==> src/design/tlpt_pkg.sv <==
// ============================================================================
// tlpt_pkg
// Types and constants shared by the two-level page table manager modules.
// ============================================================================
package tlpt_pkg;

    localparam int IDX_W    = 10;   // directory / table index field width
    localparam int VPAGE_W  = 20;
    localparam int OFFSET_W = 12;
    localparam int FRAME_W  = 20;
    localparam int ADDR_W   = 32;
    localparam int PE_W     = 25;   // page entry: frame[24:5], pcd, pwt, user, rw, present

    typedef enum logic [1:0] {
        OP_MAP   = 2'd0,
        OP_UNMAP = 2'd1,
        OP_XLATE = 2'd2,
        OP_RSV   = 2'd3
    } op_t;

    typedef enum logic [1:0] {
        STS_OK      = 2'd0,
        STS_NOMEM   = 2'd1,
        STS_EXISTS  = 2'd2,
        STS_MISSING = 2'd3
    } status_code_t;

    typedef enum logic [2:0] {
        S_CLR_DIR,
        S_IDLE,
        S_LOOKUP,
        S_ENTRY,
        S_CLR_TAB
    } state_t;

    // controller -> datapath
    typedef struct packed {
        logic         ready;
        logic         capture;
        logic         dir_clr;
        logic         alloc;
        logic         pe_rd;
        logic         clr_step;
        logic         pe_wr_new;
        logic         pe_wr_zero;
        logic         fin;
        logic         fin_addr;
        status_code_t fin_status;
    } ctrl_cmd_t;

    // datapath -> controller
    typedef struct packed {
        logic dir_clr_last;
        logic clr_last;
        logic idx_ok;
        op_t  op;
        logic dir_present;
        logic slots_full;
        logic pe_present;
        logic force_req;
        logic out_free;
    } dp_sts_t;

endpackage

==> src/design/tlpt_ctrl.sv <==
// ============================================================================
// tlpt_ctrl
// Sequencer for the page table manager: clear pass, lookup, entry update,
// table clear on slot allocation and result hand-off.
// ============================================================================
module tlpt_ctrl (
    input  logic                clk,
    input  logic                rst_n,
    input  logic                in_valid,
    input  tlpt_pkg::dp_sts_t   sts,
    output tlpt_pkg::ctrl_cmd_t cmd
);

    tlpt_pkg::state_t state_reg;
    tlpt_pkg::state_t state_next;

    logic op_map;
    logic op_unmap;
    logic bad_req;
    logic need_alloc;

    assign op_map     = (sts.op == tlpt_pkg::OP_MAP);
    assign op_unmap   = (sts.op == tlpt_pkg::OP_UNMAP);
    assign bad_req    = !sts.idx_ok || (sts.op == tlpt_pkg::OP_RSV);
    assign need_alloc = op_map && !sts.dir_present;

    always_ff @(posedge clk or negedge rst_n)
    begin
        if (!rst_n)
        begin
            state_reg <= tlpt_pkg::S_CLR_DIR;
        end
        else
        begin
            state_reg <= state_next;
        end
    end

    always_comb
    begin
        state_next = state_reg;
        unique case (state_reg)
            tlpt_pkg::S_CLR_DIR:
            begin
                if (sts.dir_clr_last)
                begin
                    state_next = tlpt_pkg::S_IDLE;
                end
            end
            tlpt_pkg::S_IDLE:
            begin
                if (in_valid)
                begin
                    state_next = tlpt_pkg::S_LOOKUP;
                end
            end
            tlpt_pkg::S_LOOKUP:
            begin
                priority if (bad_req)
                begin
                    if (sts.out_free)
                    begin
                        state_next = tlpt_pkg::S_IDLE;
                    end
                end
                else if (need_alloc)
                begin
                    if (!sts.slots_full)
                    begin
                        state_next = tlpt_pkg::S_CLR_TAB;
                    end
                    else if (sts.out_free)
                    begin
                        state_next = tlpt_pkg::S_IDLE;
                    end
                end
                else if (sts.dir_present)
                begin
                    state_next = tlpt_pkg::S_ENTRY;
                end
                else if (sts.out_free)
                begin
                    state_next = tlpt_pkg::S_IDLE;
                end
            end
            tlpt_pkg::S_ENTRY:
            begin
                if (sts.out_free)
                begin
                    state_next = tlpt_pkg::S_IDLE;
                end
            end
            tlpt_pkg::S_CLR_TAB:
            begin
                if (sts.clr_last && sts.out_free)
                begin
                    state_next = tlpt_pkg::S_IDLE;
                end
            end
            default:
            begin
                state_next = tlpt_pkg::S_IDLE;
            end
        endcase
    end

    always_comb
    begin
        cmd            = '0;
        cmd.fin_status = tlpt_pkg::STS_MISSING;
        cmd.ready      = (state_reg == tlpt_pkg::S_IDLE);
        cmd.capture    = cmd.ready && in_valid;
        unique case (state_reg)
            tlpt_pkg::S_CLR_DIR:
            begin
                cmd.dir_clr = 1'b1;
            end
            tlpt_pkg::S_IDLE:
            begin
            end
            tlpt_pkg::S_LOOKUP:
            begin
                priority if (bad_req)
                begin
                    cmd.fin = sts.out_free;
                end
                else if (need_alloc)
                begin
                    if (sts.slots_full)
                    begin
                        cmd.fin        = sts.out_free;
                        cmd.fin_status = tlpt_pkg::STS_NOMEM;
                    end
                    else
                    begin
                        cmd.alloc = 1'b1;
                    end
                end
                else if (sts.dir_present)
                begin
                    cmd.pe_rd = 1'b1;
                end
                else
                begin
                    cmd.fin = sts.out_free;
                end
            end
            tlpt_pkg::S_ENTRY:
            begin
                cmd.fin = sts.out_free;
                priority if (op_map)
                begin
                    if (sts.pe_present && !sts.force_req)
                    begin
                        cmd.fin_status = tlpt_pkg::STS_EXISTS;
                    end
                    else
                    begin
                        cmd.fin_status = tlpt_pkg::STS_OK;
                        cmd.pe_wr_new  = sts.out_free;
                    end
                end
                else if (op_unmap)
                begin
                    if (sts.pe_present)
                    begin
                        cmd.fin_status = tlpt_pkg::STS_OK;
                        cmd.pe_wr_zero = sts.out_free;
                    end
                end
                else
                begin
                    if (sts.pe_present)
                    begin
                        cmd.fin_status = tlpt_pkg::STS_OK;
                        cmd.fin_addr   = 1'b1;
                    end
                end
            end
            tlpt_pkg::S_CLR_TAB:
            begin
                // the new entry is written in place during the clear sweep
                cmd.clr_step   = !sts.clr_last || sts.out_free;
                cmd.fin        = sts.clr_last && sts.out_free;
                cmd.fin_status = tlpt_pkg::STS_OK;
            end
            default:
            begin
            end
        endcase
    end

endmodule

==> config.mk <==
export PLATFORM = sky130hd
export DESIGN_NAME = tlpt_ctrl
export DESIGN_NICKNAME = d
export VERILOG_FILES = /design/src/design/tlpt_pkg.sv /design/src/design/tlpt_ctrl.sv
export SDC_FILE = /design/constraint.sdc
export NUM_CORES = 1
export LEC_CHECK = 0
export ABC_AREA = 0
export ABC_CLOCK_PERIOD_IN_PS = 4330
export BUFFER_PORTS_ARGS = -buffer_cell sky130_fd_sc_hd__buf_2
export CORE_AREA = 2 2 39 41
export CTS_BUF_LIST = sky130_fd_sc_hd__clkbuf_8 sky130_fd_sc_hd__clkbuf_16
export DETAILED_ROUTE_END_ITERATION = 8
export DIE_AREA = 0 0 41 43
export GPL_TIMING_DRIVEN = 0
export SLEW_MARGIN = 20
export SYNTH_ARGS = -nofsm -noshare
export SYNTH_HDL_FRONTEND = slang
export SYNTH_SLANG_ARGS = --single-unit
==> constraint.sdc <==
create_clock -name clk -period 4.33 [get_ports clk]
set_input_delay 0.6495 -clock clk [delete_from_list [all_inputs] [get_ports clk]]
set_output_delay 0.6495 -clock clk [all_outputs]
set_load 0.01 [all_outputs]
=== After elaboration in Yosys (flattened, before gate mapping) ===
Index checks and enable logic that the tools add are counted.

* Output and inout bits: 12
* Input port bits: 13
* Register bits after elaboration: 3
* Logic and storage cells: 63

* Reduce and logical (&&, ||, !) cells: 13
* Equality and inequality tests: 9
* Multiplexer cells: 40

{| class="wikitable"
|+ Operator list
! kind !! count
|-
| $mux 3 || 9
|-
| $mux 2 || 10
|-
| $mux 1 || 18
|-
| $pmux 3 s5 || 1
|-
| $eq 3x2->1 const B || 2
|-
| $ne 2x2->1 const B || 3
|-
| $pmux 2 s3 || 1
|-
| $logic_and 1x1->1 || 4
|-
| $logic_not 1->1 || 4
|-
| $eq 3x1->1 const B || 1
|-
| $eq 3x3->1 const B || 1
|-
| $logic_not 3->1 || 1
|-
| $pmux 1 s3 || 1
|-
| $reduce_and 3->1 || 1
|-
| $eq 2x1->1 const B || 1
|-
| $eq 2x2->1 const B || 1
|-
| $logic_not 2->1 || 1
|-
| $logic_or 1x1->1 || 2
|}

=== Longest topological paths before layout ===
* Depth in word-level cells: 5
* Mapped depth: 4
* Gate-level depth less buffers: 3

=== Worst setup path before layout ===
Ideal clock, no wire load.

* Kind: input to output
* Start point: input port sts[6] (netlist name)
* End point: output port cmd[1] (netlist name)
* Required time: 3.681 ns
* Path buffers: 0
* Cell stages on the path: 3
* Arrival time: 1.643 ns
* Slack: 2.038 ns
* Cell sequence: or4b_4 or3_1 o211a_1

{| class="wikitable"
|+ RTL lines
! what !! line !! source
|-
| from (decl) || tlpt_ctrl.sv:10 || <nowiki>input tlpt_pkg::dp_sts_t sts,</nowiki>
|-
| to (decl) || tlpt_ctrl.sv:11 || <nowiki>output tlpt_pkg::ctrl_cmd_t cmd</nowiki>
|}

==> impl_metrics.py <==
metrics = {
    "power_and_ir_drop": {
        "power_frac_seq_pct": 17.9,
        "p_switching_mw": 0.0986,
        "peakVddDrop_v": 0.000208,
        "leakage_nw": 0.284,
        "power_density_nw_per_um2": 453,
        "power.share.switching_pct": 38.7,
        "comb_power_share_pct": 51.4,
        "p_int_mw": 0.156,
        "clkPwrFrac_pct": 30.7,
    },
    "drt": {
        "detail_route.wl_per_cell_um": 10.6,
        "drt_pre_antenna_iters": 4,
        "routed_wl_um": 1040,
        "via_count": 486,
        "wl_met1_um": 489,
        "drt-initial-drc-count": 14,
        "met3_wirelength_um": 84,
        "highest_layer": "met3",
        "drcViolationCount": 0,
        "met2RoutedLength_um": 470,
        "routed_via_density": 4.96,
        "ant_nets": 0,
    },
    "place": {
        "dp_hpwl_um": 814,
        "placed_area_sq_um": 518,
        "portBuffers": 24,
        "pre_cts_ws_ns": 1.76,
        "finalWeightedCongestion": 0.727,
    },
    "clock_tree": {
        "cts_setup_buffers": 0,
        "cts_sinks": 3,
        "cts_max_level": 1,
        "clk_latency_ns": 0.22,
        "hold_buffers": 0,
        "ctsResizeCount": 0,
        "cts_tree": "done",
        "cts-root-buf": "clkbuf_8",
        "clkTransAtPathRegs_ns": 0.03,
        "cts_made_buffers": 3,
        "clk_path_buf_depth": 2,
    },
    "yosys": {
        "yosysWarnings": 0,
        "ys_types": 28,
        "yosysSeqAreaShare_pct": 19.9,
        "avgSynthCellArea_sq_um": 7.00,
        "syn_inst": 54,
        "ys_ff_latch": 3,
        "synthesis.area_sq_um": 378,
        "synthesis.nets": 67,
    },
    "global_route": {
        "grt_max_degree": 11,
        "grt_pass1_wl_um": 1630,
        "grt_pass1_vias": 404,
        "antenna_found_initial": 0,
        "grt_remaining_overflow": 0,
        "grt_use_total_pct": 13.9,
    },
    "timing": {
        "slew_headroom_pct": 74.0,
        "grt_setup_unrepaired": "no",
        "fin_crit_ns": 2.56,
        "setup_violations": 0,
        "post-route-period-util_pct": 59.2,
        "tightest_slew_ns": 0.380,
        "fin_skew_ns": 0.00181,
        "fmax_mhz": 390,
        "tns_ns": 0,
        "finalMaxSlewViolations": 0,
        "finalHoldViolations": 0,
        "fin_ws_ns": 1.77,
    },
    "cells_and_area": {
        "largest_reg_flops": 3,
        "layout_common_cells": "24 x buf_2, 6 x nand2_1, 5 x inv_1, 5 x a21oi_1, 4 x nor2_1",
        "final_area_sq_um": 563,
        "syn_to_final_growth_pct": 49.0,
        "final_nets": 96,
        "final_common_cell": "buf_2",
        "drive_gt1_share_pct": 40.2,
        "antenna-diode-count": 0,
    },
    "outcome": {
        "status": "completed",
    },
    "critical_path": {
        "end_kind": "output pin",
        "crit_type": "primary input to output pin",
        "start_kind": "primary input",
        "critPathArrivalTime_ns": 1.91,
        "required_ns": 3.68,
        "path_max_fanout": 7,
    },
    "worst_hold_path": {
        "hold_path_class": "primary input to asynchronous set/reset pin",
    },
    "floorplanning": {
        "io_pins": 25,
        "dieArea_sq_um": 1760,
        "num_rows": 14,
        "die_w_um": 41,
        "start_util_pct": 27.3,
        "fp.dieH_um": 43,
        "core-area_sq_um": 1380,
    },
    "run": {
        "max-cap-violations": 0,
    },
}
==> worst max-delay path, stage by stage <==
cell	delay [ns]
buf_2	0.13
or4b_4	0.57
or3_1	0.32
o211a_1	0.11
buf_2	0.13
==> cell families (layout without fill, tap and decap cells) <==
| kind of cell | count (synthesis) | in the layout | share of synthesized area, % |
|---|---|---|---|
| and+or+nand+nor | 30 | 30 | 46.4 |
| buffers and inverters | 6 | 34 | 7.28 |
| DFF | 3 | 3 | 19.9 |
| AOI/OAI and AO/OA | 15 | 15 | 26.5 |
==> layout make-up <==
cell class | instances | area, sq um
flip-flops and latches | 3 | 75.1
clock buffers | 3 | 41.3
well taps | 16 | 20.0
fillers | 154 | 821
clock inverters | 1 | 3.75
plain buffers | 2 | 12.5
multi-input cells | 45 | 275
inverters | 4 | 15.0
repair buffers | 24 | 120
==> synth_stat cells <==
library cell  instances  share of area, %
nand2_1               6               6.0
a21oi_1               5               6.6
inv_1                 4               4.0
nor2_1                4               4.0
a31oi_1               3               5.0
dfrtp_1               3                20
nor3_1                3               4.0
and2_1                2               3.3
nand2b_1              2               3.3
nand3_1               2               2.6
nor3b_1               2               4.0
o21ai_0               2               2.6
a2111oi_0             1               2.3
a32o_1                1               2.6
and2_2                1               2.0
and3_1                1               1.7
and3_2                1               2.0
and3b_1               1               2.3
buf_4                 1               2.0
clkbuf_2              1               1.3
nor2b_1               1               1.7
o211a_1               1               2.6
o221ai_1              1               2.3
o32ai_1               1               2.3
or3_1                 1               1.7
or3b_2                1               2.3
or4_1                 1               2.0
or4b_4                1               3.6
==> power groups by stage <==
stage	clock [mW]	combinational, mW	sequential, mW
detailed placement	0	0.131	0.0460
global route	0.0843	0.148	0.0474
finish	0.0783	0.131	0.0458
global placement	0	0.131	0.0462
CTS	0.0824	0.132	0.0458
floorplan	0	0.0867	0.0439
==> layer usage <==
| layer | global-route usage [%] | vias up |
|---|---|---|
| li1 | - | 255 |
| met3 | 7.85 | 0 |
| met4 | 4.00 | 0 |
| met2 | 18.4 | 18 |
| met1 | 18.8 | 213 |
| met5 | 0 | - |
==> worst paths after layout <==
path                                                from                        to  slack (ns)  cells past startpoint
min in group clk                state_reg[0]$_DFFE_PN0P_  state_reg[2]$_DFFE_PN0P_        0.55                      1
worst min-delay path                               rst_n  state_reg[2]$_DFFE_PN0P_        0.22                      1
worst max register to register  state_reg[1]$_DFFE_PN0P_  state_reg[1]$_DFFE_PN0P_        2.94                      3
max in group asynchronous                          rst_n  state_reg[1]$_DFFE_PN0P_        4.00                      1
worst min register to register  state_reg[0]$_DFFE_PN0P_  state_reg[2]$_DFFE_PN0P_        0.55                      1
worst max-delay path                              sts[6]                    cmd[1]        1.77                      5
==> through the flow <==
step                      instances  hold slack (ns)  util (%)  power, mW
final                            98            0.221      40.7      0.255
after global routing             98            0.220      40.7      0.280
after CTS                        98            0.216      40.7      0.260
after detailed placement         94            0.447      37.4      0.177
after global placement           94            0.444      37.4      0.177
after floorplan                  54            0.354         -      0.131
No activity file was read; power rests on OpenSTA's default activity.
